## src/sv/fdsa_pkg.sv

```systemverilog
// Shared constants, codes and controller/datapath interface types for the sector allocator.
package fdsa_pkg;

   localparam int ENTRIES     = 16;
   localparam int ENTRY_BYTES = 32;
   localparam int NAME_BYTES  = 6;
   localparam int SLOTS       = 26;
   localparam int MAP_SECTORS = 256;
   localparam int DIR_SIZE    = ENTRIES * ENTRY_BYTES;

   localparam int ENT_W  = $clog2(ENTRIES);
   localparam int BYTE_W = $clog2(ENTRY_BYTES);
   localparam int DIR_W  = $clog2(DIR_SIZE);
   localparam int MAP_W  = $clog2(MAP_SECTORS);
   localparam int SLOT_W = $clog2(SLOTS + 1);
   localparam int SCAN_W = MAP_W + 1;
   localparam int NIDX_W = $clog2(NAME_BYTES + 1);

   localparam logic [2:0] OP_LOAD_DIR = 3'd0;
   localparam logic [2:0] OP_LOAD_MAP = 3'd1;
   localparam logic [2:0] OP_FIND     = 3'd2;
   localparam logic [2:0] OP_DELETE   = 3'd3;
   localparam logic [2:0] OP_WRITE    = 3'd4;

   localparam logic [1:0] ST_OK        = 2'd0;
   localparam logic [1:0] ST_NOT_FOUND = 2'd1;
   localparam logic [1:0] ST_DIR_FULL  = 2'd2;
   localparam logic [1:0] ST_DISK_FULL = 2'd3;

   typedef enum logic [4:0] {
      CMD_NONE,
      CMD_CLEAR,
      CMD_ACCEPT,
      CMD_FRD,
      CMD_FNEXT_BYTE,
      CMD_FNEXT_ENT,
      CMD_FEMPTY,
      CMD_RESULT,
      CMD_SRD,
      CMD_DFREE,
      CMD_DEND,
      CMD_LSTORE,
      CMD_LDONE,
      CMD_TRIM,
      CMD_ARD,
      CMD_ATAKE,
      CMD_WNAME,
      CMD_MARK,
      CMD_WRES,
      CMD_NEXT
   } cmd_code_type;

   typedef struct packed {
      cmd_code_type code;
      logic [1:0]   res_status;
      logic         res_use_ent;
   } cmd_type;

   typedef struct packed {
      logic       clr_last;
      logic       match;
      logic       byte_end;
      logic       ent_last;
      logic       empty;
      logic [2:0] op;
      logic       k_end;
      logic       rd_zero;
      logic       trim;
      logic       alloc_done;
      logic       w_last;
      logic       mark_done;
      logic       rsp_last;
   } stat_type;

   // Name byte i of a packed name, zero for i at or past NAME_BYTES.
   function automatic logic [7:0] name_byte(input logic [8*NAME_BYTES-1:0] name,
                                            input logic [NIDX_W-1:0] i);
      logic [7:0] b;
      b = 8'd0;
      for (int j = 0; j < NAME_BYTES; j++) begin
         if (i == NIDX_W'(j)) b = name[8*j +: 8];
      end
      return b;
   endfunction

endpackage

```

## src/sv/fdsa_ctrl.sv

```systemverilog
// Controller: sequences the clearing pass, name search, delete, write and result beats.
module fdsa_ctrl (
   input  logic               clock,
   input  logic               reset,
   input  logic               req_valid,
   input  logic [2:0]         req_op,
   output logic               req_ready,
   output logic               rsp_valid,
   input  logic               rsp_ready,
   input  fdsa_pkg::stat_type st,
   output fdsa_pkg::cmd_type  cmd
);
   import fdsa_pkg::*;

   typedef enum logic [3:0] {
      S_CLEAR, S_IDLE, S_FRD, S_FCMP, S_DRD, S_DCHK, S_DEND, S_LRD, S_LCHK,
      S_TRIM, S_ARD, S_ACHK, S_WNAME, S_MARK, S_OUT
   } state_type;

   state_type state_ff, state_in;
   logic      req_ready_ff, rsp_valid_ff;

   always_comb begin
      state_in        = state_ff;
      cmd.code        = CMD_NONE;
      cmd.res_status  = ST_OK;
      cmd.res_use_ent = 1'b0;
      unique case (state_ff)
         S_CLEAR: begin
            cmd.code = CMD_CLEAR;
            if (st.clr_last) state_in = S_IDLE;
         end
         S_IDLE: begin
            if (req_valid) begin
               cmd.code = CMD_ACCEPT;
               if (req_op == OP_FIND || req_op == OP_DELETE || req_op == OP_WRITE)
                  state_in = S_FRD;
               else
                  state_in = S_OUT;
            end
         end
         S_FRD: begin
            cmd.code = CMD_FRD;
            state_in = S_FCMP;
         end
         S_FCMP: begin
            if (st.match && st.byte_end) begin
               if (st.op == OP_FIND) begin
                  cmd.code = CMD_RESULT; cmd.res_use_ent = 1'b1;
                  state_in = S_OUT;
               end else if (st.op == OP_DELETE) state_in = S_DRD;
               else if (st.empty) state_in = S_ARD;
               else state_in = S_LRD;
            end else if (st.match) begin
               cmd.code = CMD_FNEXT_BYTE; state_in = S_FRD;
            end else if (!st.ent_last) begin
               cmd.code = CMD_FNEXT_ENT; state_in = S_FRD;
            end else if (st.op != OP_WRITE) begin
               cmd.code = CMD_RESULT; cmd.res_status = ST_NOT_FOUND;
               state_in = S_OUT;
            end else if (!st.empty) begin
               cmd.code = CMD_FEMPTY; state_in = S_FRD;
            end else begin
               cmd.code = CMD_RESULT; cmd.res_status = ST_DIR_FULL;
               state_in = S_OUT;
            end
         end
         S_DRD: begin
            if (st.k_end) state_in = S_DEND;
            else begin
               cmd.code = CMD_SRD; state_in = S_DCHK;
            end
         end
         S_DCHK: begin
            if (st.rd_zero) state_in = S_DEND;
            else begin
               cmd.code = CMD_DFREE; state_in = S_DRD;
            end
         end
         S_DEND: begin
            cmd.code = CMD_DEND; state_in = S_OUT;
         end
         S_LRD: begin
            if (st.k_end) begin
               cmd.code = CMD_LDONE; state_in = S_TRIM;
            end else begin
               cmd.code = CMD_SRD; state_in = S_LCHK;
            end
         end
         S_LCHK: begin
            if (st.rd_zero) begin
               cmd.code = CMD_LDONE; state_in = S_TRIM;
            end else begin
               cmd.code = CMD_LSTORE; state_in = S_LRD;
            end
         end
         S_TRIM: begin
            if (st.trim) cmd.code = CMD_TRIM;
            else state_in = S_ARD;
         end
         S_ARD: begin
            if (st.alloc_done) state_in = S_WNAME;
            else begin
               cmd.code = CMD_ARD; state_in = S_ACHK;
            end
         end
         S_ACHK: begin
            cmd.code = CMD_ATAKE; state_in = S_ARD;
         end
         S_WNAME: begin
            cmd.code = CMD_WNAME;
            if (st.w_last) state_in = S_MARK;
         end
         S_MARK: begin
            if (st.mark_done) begin
               cmd.code = CMD_WRES; state_in = S_OUT;
            end else cmd.code = CMD_MARK;
         end
         S_OUT: begin
            if (rsp_ready) begin
               if (st.rsp_last) state_in = S_IDLE;
               else cmd.code = CMD_NEXT;
            end
         end
         default: state_in = S_IDLE;
      endcase
   end

   always_ff @(posedge clock) begin
      if (reset) begin
         state_ff     <= S_CLEAR;
         req_ready_ff <= 1'b0;
         rsp_valid_ff <= 1'b0;
      end else begin
         state_ff     <= state_in;
         req_ready_ff <= (state_in == S_IDLE);
         rsp_valid_ff <= (state_in == S_OUT);
      end
   end

   assign req_ready = req_ready_ff;
   assign rsp_valid = rsp_valid_ff;

   a_excl: assert property (@(posedge clock) disable iff (reset)
      !(req_ready && rsp_valid)) else $error("ready and result valid together");
   a_acc: assert property (@(posedge clock) disable iff (reset)
      req_valid && req_ready |=> !req_ready) else $error("second beat taken while busy");
   a_done: assert property (@(posedge clock) disable iff (reset)
      rsp_valid && rsp_ready && st.rsp_last |=> req_ready && !rsp_valid)
      else $error("not idle after final result");
   a_clr: assert property (@(posedge clock) disable iff (reset)
      state_ff == S_CLEAR |-> !req_ready && !rsp_valid) else $error("busy during clear");

endmodule

```

## config.mk

```make
export PLATFORM = sky130hd
export DESIGN_NAME = fdsa_ctrl
export DESIGN_NICKNAME = d
export VERILOG_FILES = /design/src/sv/fdsa_pkg.sv /design/src/sv/fdsa_ctrl.sv
export SDC_FILE = /design/constraint.sdc
export NUM_CORES = 1
export LEC_CHECK = 0
export ABC_AREA = 1
export BUFFER_PORTS_ARGS = -buffer_cell sky130_fd_sc_hd__buf_2
export CAP_MARGIN = 20
export CORE_MARGIN = 8
export CORE_UTILIZATION = 40
export DETAILED_ROUTE_END_ITERATION = 12
export PLACE_DENSITY_LB_ADDON = 0.1
export RECOVER_POWER = 50
export SYNTH_ARGS = -nofsm -noshare
export SYNTH_HDL_FRONTEND = slang
export SYNTH_SLANG_ARGS = --single-unit
```

## constraint.sdc

```tcl
create_clock -name clock -period 1.55 [get_ports clock]
set_clock_uncertainty 0.2 [all_clocks]
set_input_delay 0.0775 -clock clock [delete_from_list [all_inputs] [get_ports clock]]
set_output_delay 0.0775 -clock clock [all_outputs]
set_load 0.02 [all_outputs]
```

Word level (Yosys, flattened, before mapping). Index checks and enable logic that the tools add are counted.

Word-level logic and storage cells: 75. Input port bits: 22. Register bits after elaboration: 6. Memory bits (writable): 0. Latch bits: 0. Output and inout bits: 10. Memory bits (read-only): 0. Memories kept: 0.

Reduce and logical (&&, ||, !) cells: 4. $add $sub $neg: 0. Bitwise logic cells: 0. $lt $le $gt $ge: 0. Multiplexer cells: 46. Multiply operators: 0. Equality and inequality tests: 22. Shifts and indexed selects: 0. Div/mod/pow operators: 0.

Operator list (count): $mux 4 (21); $pmux 5 s15 (1); $pmux 4 s15 (1); $eq 4x4->1 const B (8); $mux 5 (5); $eq 4x3->1 const B (4); $mux 2 (8); $mux 3 (5); $eq 3x2->1 const B (4); $eq 4x1->1 const B (2); $eq 4x2->1 const B (2); $mux 7 (1); $logic_not 4->1 (1); $mux 1 (4); $eq 3x3->1 const B (1); $ne 3x3->1 const B (1); $logic_or 1x1->1 (2); $logic_and 1x1->1 (1).

Logic depth before layout (Yosys ltp). Gate-level depths: netlist of the first run.

Depth in word-level cells: 7. Gate-level depth with buffers: 10. Gate-level depth less buffers: 10.

Least setup slack after synthesis of the first run. No wires, ideal clock.

Path type: reg-to-output. From: register state_ff[1]. To: output cmd[4] (netlist bit). Data required time: 1272 ps. Slack: -249 ps. Data arrival time: 1521 ps. Buffers on the path: 0. Cell stages (with the launch flop): 7. Path through: dfxtp_1 -> nand2_2 -> inv_1 -> nand2_1 -> nor3_1 -> nor3_1 -> nand2_1.

RTL lines: start, declared (RTL line fdsa_ctrl.sv:20) `state_type state_ff, state_in;`; start signal, assigned (RTL line fdsa_ctrl.sv:135) `state_ff <= state_in;`; end, declared (RTL line fdsa_ctrl.sv:11) `output fdsa_pkg::cmd_type cmd`.

==> metrics, run 1 <==
worst vdd ir 976 µV; GRT Total Usage 15.8%; Synth Area in Adders 0%; share of cells above drive strength 1 44.2%; root buf cell clkbuf_4; Buffers on Ports 31; Worst slew margin just over 80%; Seq cells post-synth 6; Synthesized Nets 200; Yosys cell types 16; pwr dens 1140 nW/µm²; GPL Wtd Cong 1.06; htree depth 1; Hold Path Sink req_ready; FP Rows 16; total wire length 3420 µm; Synth Flop Type dfxtp_1; RSZ-0062 raised after global routing yes; initial core utilization 43.1%; placed cell areas 1110 µm²; Arr. time, crit path 1500 ps; worst flop-to-flop path endpoint req_ready; Seq/Total Area, Yosys 14.1%; Ys Warns 0; Final Core Density 74.4%; EDFF count, synth 0; Synth async-reset ratio 0%; TritonCTS clock tree yes; Sw Ratio 51.7%; area delta synth->final 72.5%; final setup margin -226 ps; ranking of synthesized cells by area nand2_1, nor2_1, dfxtp_1, nand3_1, inv_1; reg2reg path depth 12; Final Hold Fails 0; Worst R2R Setup Slack -100 ps; period utilization 115%; hold-critical path depth 8; Fillers 166; status complete, but fails checks; WL per Instance approximately 13 µm; multiplexer share of the synthesized area 0%; initial antenna violation count 0; Clock transition at path regs 50 ps; largest net degree at the start of global routing 7; worst hold margin 161 ps; area share of the largest cell type after synthesis between 20% and 30%; Pint 0.815 mW; Post-Syn Instances 178; die height 62.2 µm; synthesized area 855 µm²; critical setup path kind flop to primary output; vias in the first global route 1,279; violated checks negative setup slack; CP Data Required Time 1270 ps; post-layout minimum cycle time 1780 ps; # IOs 32; syn avg cell area 4.80 µm²; Crit. End Element primary output; Die X-Extent 62.2 µm; Synth area leader nand2_1; total of max-cap violations 0; Critical R2R Launch state_ff[0]; routed wl met2 about 1700 µm; routed via count 1,324; crit-path max FO 6; post-synthesis simple-gate area fraction between 60% and 70%; max-slew violation count 0; full die area 3870 µm²; DRC viols 0; M1 WL 1360 µm; later-pin clock latency in the skew report between 200 and 300 ps; P_leak slightly below 0.9 nW; Core ar. between 1500 and 2000 µm²; # clock sinks 6; final setup TNS -1690 ps; Synth Area in Compound Gates under 10%; DP HPWL between 2000 and 2500 µm; Vias per Instance 5.13; global route overflow 0; met3 wire len roughly 290 µm; CTS Buffer Depth 2; Clk pwr share 8.5%; Top Metal Used met4; largest family of logic cells by synthesized area simple AND/OR/NAND/NOR gates; Commonest cells post-synth nand2_1, nor2_1, nand3_1; switching power 0.872 mW; Hold Path Class input pin to flop; sequential power share 18.7%; fin nets 255; design area 1470 µm²; XOR/XNOR Fraction of Synth Area 0%; Max Freq 563 MHz; cts bufs inserted 3; initial DRC count 72; antenna cell count 0; first-pass GRT wire length 5290 µm; drt pass-1 iters 4; Startpoint Class flop; most numerous cell in the Yosys netlist nand2_1; ANT nets after route 0; worst slew pin tran 293 ps; PnR Total Power 1.69 mW; Final Setup Violations 14; Hold Crit Start st[10]; Combinational Power Share between 70% and 80%
## layer usage
| metal | track usage [%] | vias to the layer above |
|---|---|---|
| met3 | 3.58 | 9 |
| met2 | 26.3 | 66 |
| met4 | 7.29 | 0 |
| li1 | - | 660 |
| met1 | 18.6 | 589 |
| met5 | 0 | - |
## final cells by class
type / count / area [µm²] / area share [%]
timing repair buffer: 50 / 345 / 23.4
tap: 27 / 33.8 / 2.29
clock buffer: 3 / 22.5 / 1.53
inverter: 28 / 115 / 7.81
sequential: 6 / 135 / 9.17
multi-input combinational: 144 / 822 / 55.8
## worst max path at each step
stage	slack [ps]	cells after the start	startpoint	end
3_3_place_gp	-110	10	state_ff[0]	req_ready
4_1_cts	-180	8	state_ff[1]	cmd[3]
5_1_grt	-280	8	state_ff[2]	cmd[3]
2_1_floorplan	40	6	state_ff[1]	cmd[4]
3_5_place_dp	-110	10	state_ff[0]	req_ready
6_report	-230	6	state_ff[1]	cmd[3]
## sequential cells by signal (all words and copies together), names as in the netlist
| name | count |
|---|---|
| state_ff | 4 |
| req_ready | 1 |
| rsp_valid | 1 |
## critical path: stages (launching register included)
cell     delay [ps]
dfxtp_4         370
nand2_2         190
nor2_2           90
buf_4           150
nor3_2          170
nand4_1         110
buf_4           170
## per-stage QoR
stage / worst slack (ps) / instances
after CTS: -183 / 258
after global routing: -278 / 258
final: -226 / 258
after global placement: -111 / 244
after detailed placement: -109 / 244
after floorplan: 38.0 / 178
## kinds of logic (layout without fill, tap and decap cells)
| family | count (synthesis) | in the layout |
|---|---|---|
| compound gates | 5 | 5 |
| buf+inv | 28 | 81 |
| simple gates | 139 | 139 |
| flops | 6 | 6 |
## repair_timing
| item | CTS | global route |
|---|---|---|
| pin swaps | 12 | 11 |
| endpoints found under the hold margin | 6 | 0 |
| endpoints found under the setup margin | 14 | 14 |
| buffers inserted | 10 | 0 |
| hold buffers | 1 | 0 |
| gates resized for setup | 48 | 29 |
## layout by cell type, fill, tap and decap left out, drive strengths merged
cell type and instances:
nand3b 2, a21boi 1, nor2 43, dlygate4sd3 1, a21oi 1, buf 48, inv 28, nor3 5
dfxtp 6, nand2 64, o2111ai 1, nand3 24, nand4 1, clkbuf 4, o21ai 2
## power by group through the flow
stage	Combinational, mW	Sequential, mW	Clock, mW
final	1.23	0.315	0.144
after global routing	1.32	0.320	0.164
after CTS	1.07	0.289	0.147
after detailed placement	0.861	0.249	0
after global placement	0.864	0.248	0
after floorplan	0.556	0.248	0
Note: power is estimated with default switching activity, not from simulation.
==> run 2, diff against run 1 <==
Settings changed: CORE_UTILIZATION 40 to 35, CTS_CLUSTER_SIZE set to 40.
==> run 2 against run 1 <==
The flow still finishes with violations (negative setup slack). Sequential share of layout area up 0.38 points. Clock-buffer cell count did not move. Cell count is the same. Maximum frequency is 0.84% lower. Sequential power down 2%. Worst setup slack got worse by 15 ps. Combinational power shrank 11%. Die area rose by 11%. Via count is 3.5% lower. Routed wire length fell by 7.7%. Largest cell class unchanged. Highest routed layer unchanged.
==> metrics, run 2 (synthesis gave the netlist of run 1 again) <==
critical path's slowest cell dfxtp_4 (unchanged); Die X-Extent 65.4 µm (was 62.2 µm); Core ar. 2390 µm² (was 1980 µm²); worst slew pin tran 289 ps (was 293 ps); cell mode on critical path buf_4 (unchanged); final setup TNS -1790 ps (was -1690 ps); Final Core Density 59.3% (was 74.4%); critical setup path kind flop to primary output (unchanged); vias in the first global route 1,262 (was 1,279); initial antenna violation count 0 (unchanged); Buf/Inv on CP 4 (was 2); DRC viols 0 (unchanged); Final Setup Violations 12 (was 14); area delta synth->final 65.6% (was 72.5%); htree depth 1 (unchanged); Crit. End Element primary output (unchanged); GPL Wtd Cong 0.987 (was 1.06); worst vdd ir 693 µV (was 976 µV); RSZ-0062 raised after global routing yes (unchanged); P_leak 0.862 nW (was 0.884 nW); final setup margin -241 ps (was -226 ps); DP HPWL 2470 µm (was 2450 µm); Startpoint Class flop (unchanged); hold-critical path depth 7 (was 8); drt pass-1 iters 4 (unchanged); die height 65.4 µm (was 62.2 µm); Hold Crit Start st[10] (unchanged); Hold Path Class input pin to flop (unchanged); CP peak stage delay 380 ps (was 370 ps); max-slew violation count 0 (unchanged); crit-path max FO 5 (was 6); ANT nets after route 0 (unchanged); status complete, but fails checks (unchanged); pwr dens 1090 nW/µm² (was 1140 nW/µm²); initial DRC count 72 (unchanged); Vias per Instance 4.95 (was 5.13); post-layout minimum cycle time 1790 ps (was 1780 ps); total wire length 3160 µm (was 3420 µm); Arr. time, crit path 1510 ps (was 1500 ps); violated checks negative setup slack (unchanged); TritonCTS clock tree yes (unchanged); Critical R2R Launch state_ff[3] (was state_ff[0]); cts bufs inserted 3 (unchanged); first-pass GRT wire length 5180 µm (was 5290 µm); worst flop-to-flop path endpoint rsp_valid (was req_ready); CP Data Required Time 1270 ps (about the same); later-pin clock latency in the skew report 240 ps (was 250 ps); reg2reg path depth 12 (unchanged); fin nets 252 (was 255); FP Rows 18 (was 16); CTS Buffer Depth 2 (unchanged); # IOs 32 (unchanged); Worst slew margin 80.6% (was 80.4%); total of max-cap violations 0 (unchanged); most frequent cells in the layout nand2_1, nor2_1, buf_2, nand3_1, inv_1 (was nand2_1, nor2_1, inv_1, buf_2, nand3_1); routed via count 1,277 (was 1,324); share of cells above drive strength 1 44.3% (was 44.2%); initial core utilization 35.8% (was 43.1%); WL per Instance 12.2 µm (was 13.3 µm); Max Freq 558 MHz (was 563 MHz); antenna cell count 0 (unchanged); # clock sinks 6 (unchanged); max FFs per register 4 (unchanged); Buffers on Ports 31 (unchanged); GRT Total Usage 14.5% (was 15.8%); Final Hold Fails 0 (unchanged); worst path cell trace inv_4, buf_4, nand2_4, nor2_4, buf_6, nand3_1, nand4_1, buf_4 (was nand2_2, nor2_2, buf_4, nor3_2, nand4_1, buf_4); global route overflow 0 (unchanged); Crit path max-delay family buffers and inverters (was simple AND/OR/NAND/NOR gates); full die area 4280 µm² (was 3870 µm²); Clock transition at path regs 40 ps (was 50 ps); period utilization 116% (was 115%); largest register by flop count state_ff (unchanged); largest net degree at the start of global routing 9 (was 7); Worst R2R Setup Slack -140 ps (was -100 ps); commonest non-fill, non-tap cell in the layout nand2_1 (unchanged); Hold Path Sink state_ff[3] (was req_ready); root buf cell clkbuf_4 (unchanged)
==> run 2: cell types whose count changed in the layout (fill, tap and decap cells not counted), sizes merged <==
cell,delta
buf,-3
==> run 2: how the worst max path moves through the flow <==
stage	end	cells after the start	slack, ps	start
detailed placement	cmd[3]	7	-110	state_ff[3]
global route	cmd[4]	9	-290	state_ff[2]
floorplan	cmd[4]	6	40	state_ff[1]
global placement	cmd[3]	7	-120	state_ff[3]
CTS	cmd[6]	8	-220	state_ff[2]
finish	cmd[3]	8	-240	state_ff[3]
==> run 2: tightest hold or removal path, delay by kind of cell <==
family	cells	cell delay, ps
simple gates	5	330
buf+inv	2	160
==> run 2: layout make-up <==
type / instances / area (µm²)
tap: 30 / 37.5
multi-input combinational: 144 / 792
inverter: 28 / 113
clock buffer: 3 / 22.5
fill: 235 / 972
timing repair buffer: 47 / 315
sequential: 6 / 135
==> run 2: metal layers <==
layer | track usage (%) | part of all wire [%] | up-vias
li1 | - | - | 658
met1 | 15.7 | 39 | 567
met2 | 27.6 | 54 | 50
met3 | 3.74 | 6.6 | 2
met4 | 3.00 | 0.54 | 0
met5 | 0 | 0 | -
==> run 2: power by group <==
part / switching [mW] / internal, mW / total (mW)
logic: 0.642 / 0.448 / 1.09
registers: 0.0968 / 0.213 / 0.309
clock network: 0.0569 / 0.0876 / 0.145
total: 0.796 / 0.748 / 1.54
==> run 2: what timing repair did <==
action / in CTS / in global routing
hold buffers: 1 / 0
setup buffers: 4 / 4
hold endpoints to repair: 6 / 0
setup endpoints to repair: 13 / 14
pin swaps: 4 / 18
gates resized for setup: 24 / 47
==> run 2: stage by stage <==
stage / hold WS (ps) / cell area (µm²) / power (mW) / instances / setup slack (ps)
detailed placement: 75.9 / 1110 / 1.10 / 246 / -109
finish: 147 / 1420 / 1.54 / 258 / -241
floorplan: -50.1 / 866 / 0.804 / 178 / 38.0
CTS: 112 / 1240 / 1.35 / 254 / -219
global route: 195 / 1420 / 1.68 / 258 / -290
global placement: 73.5 / 1110 / 1.10 / 246 / -121
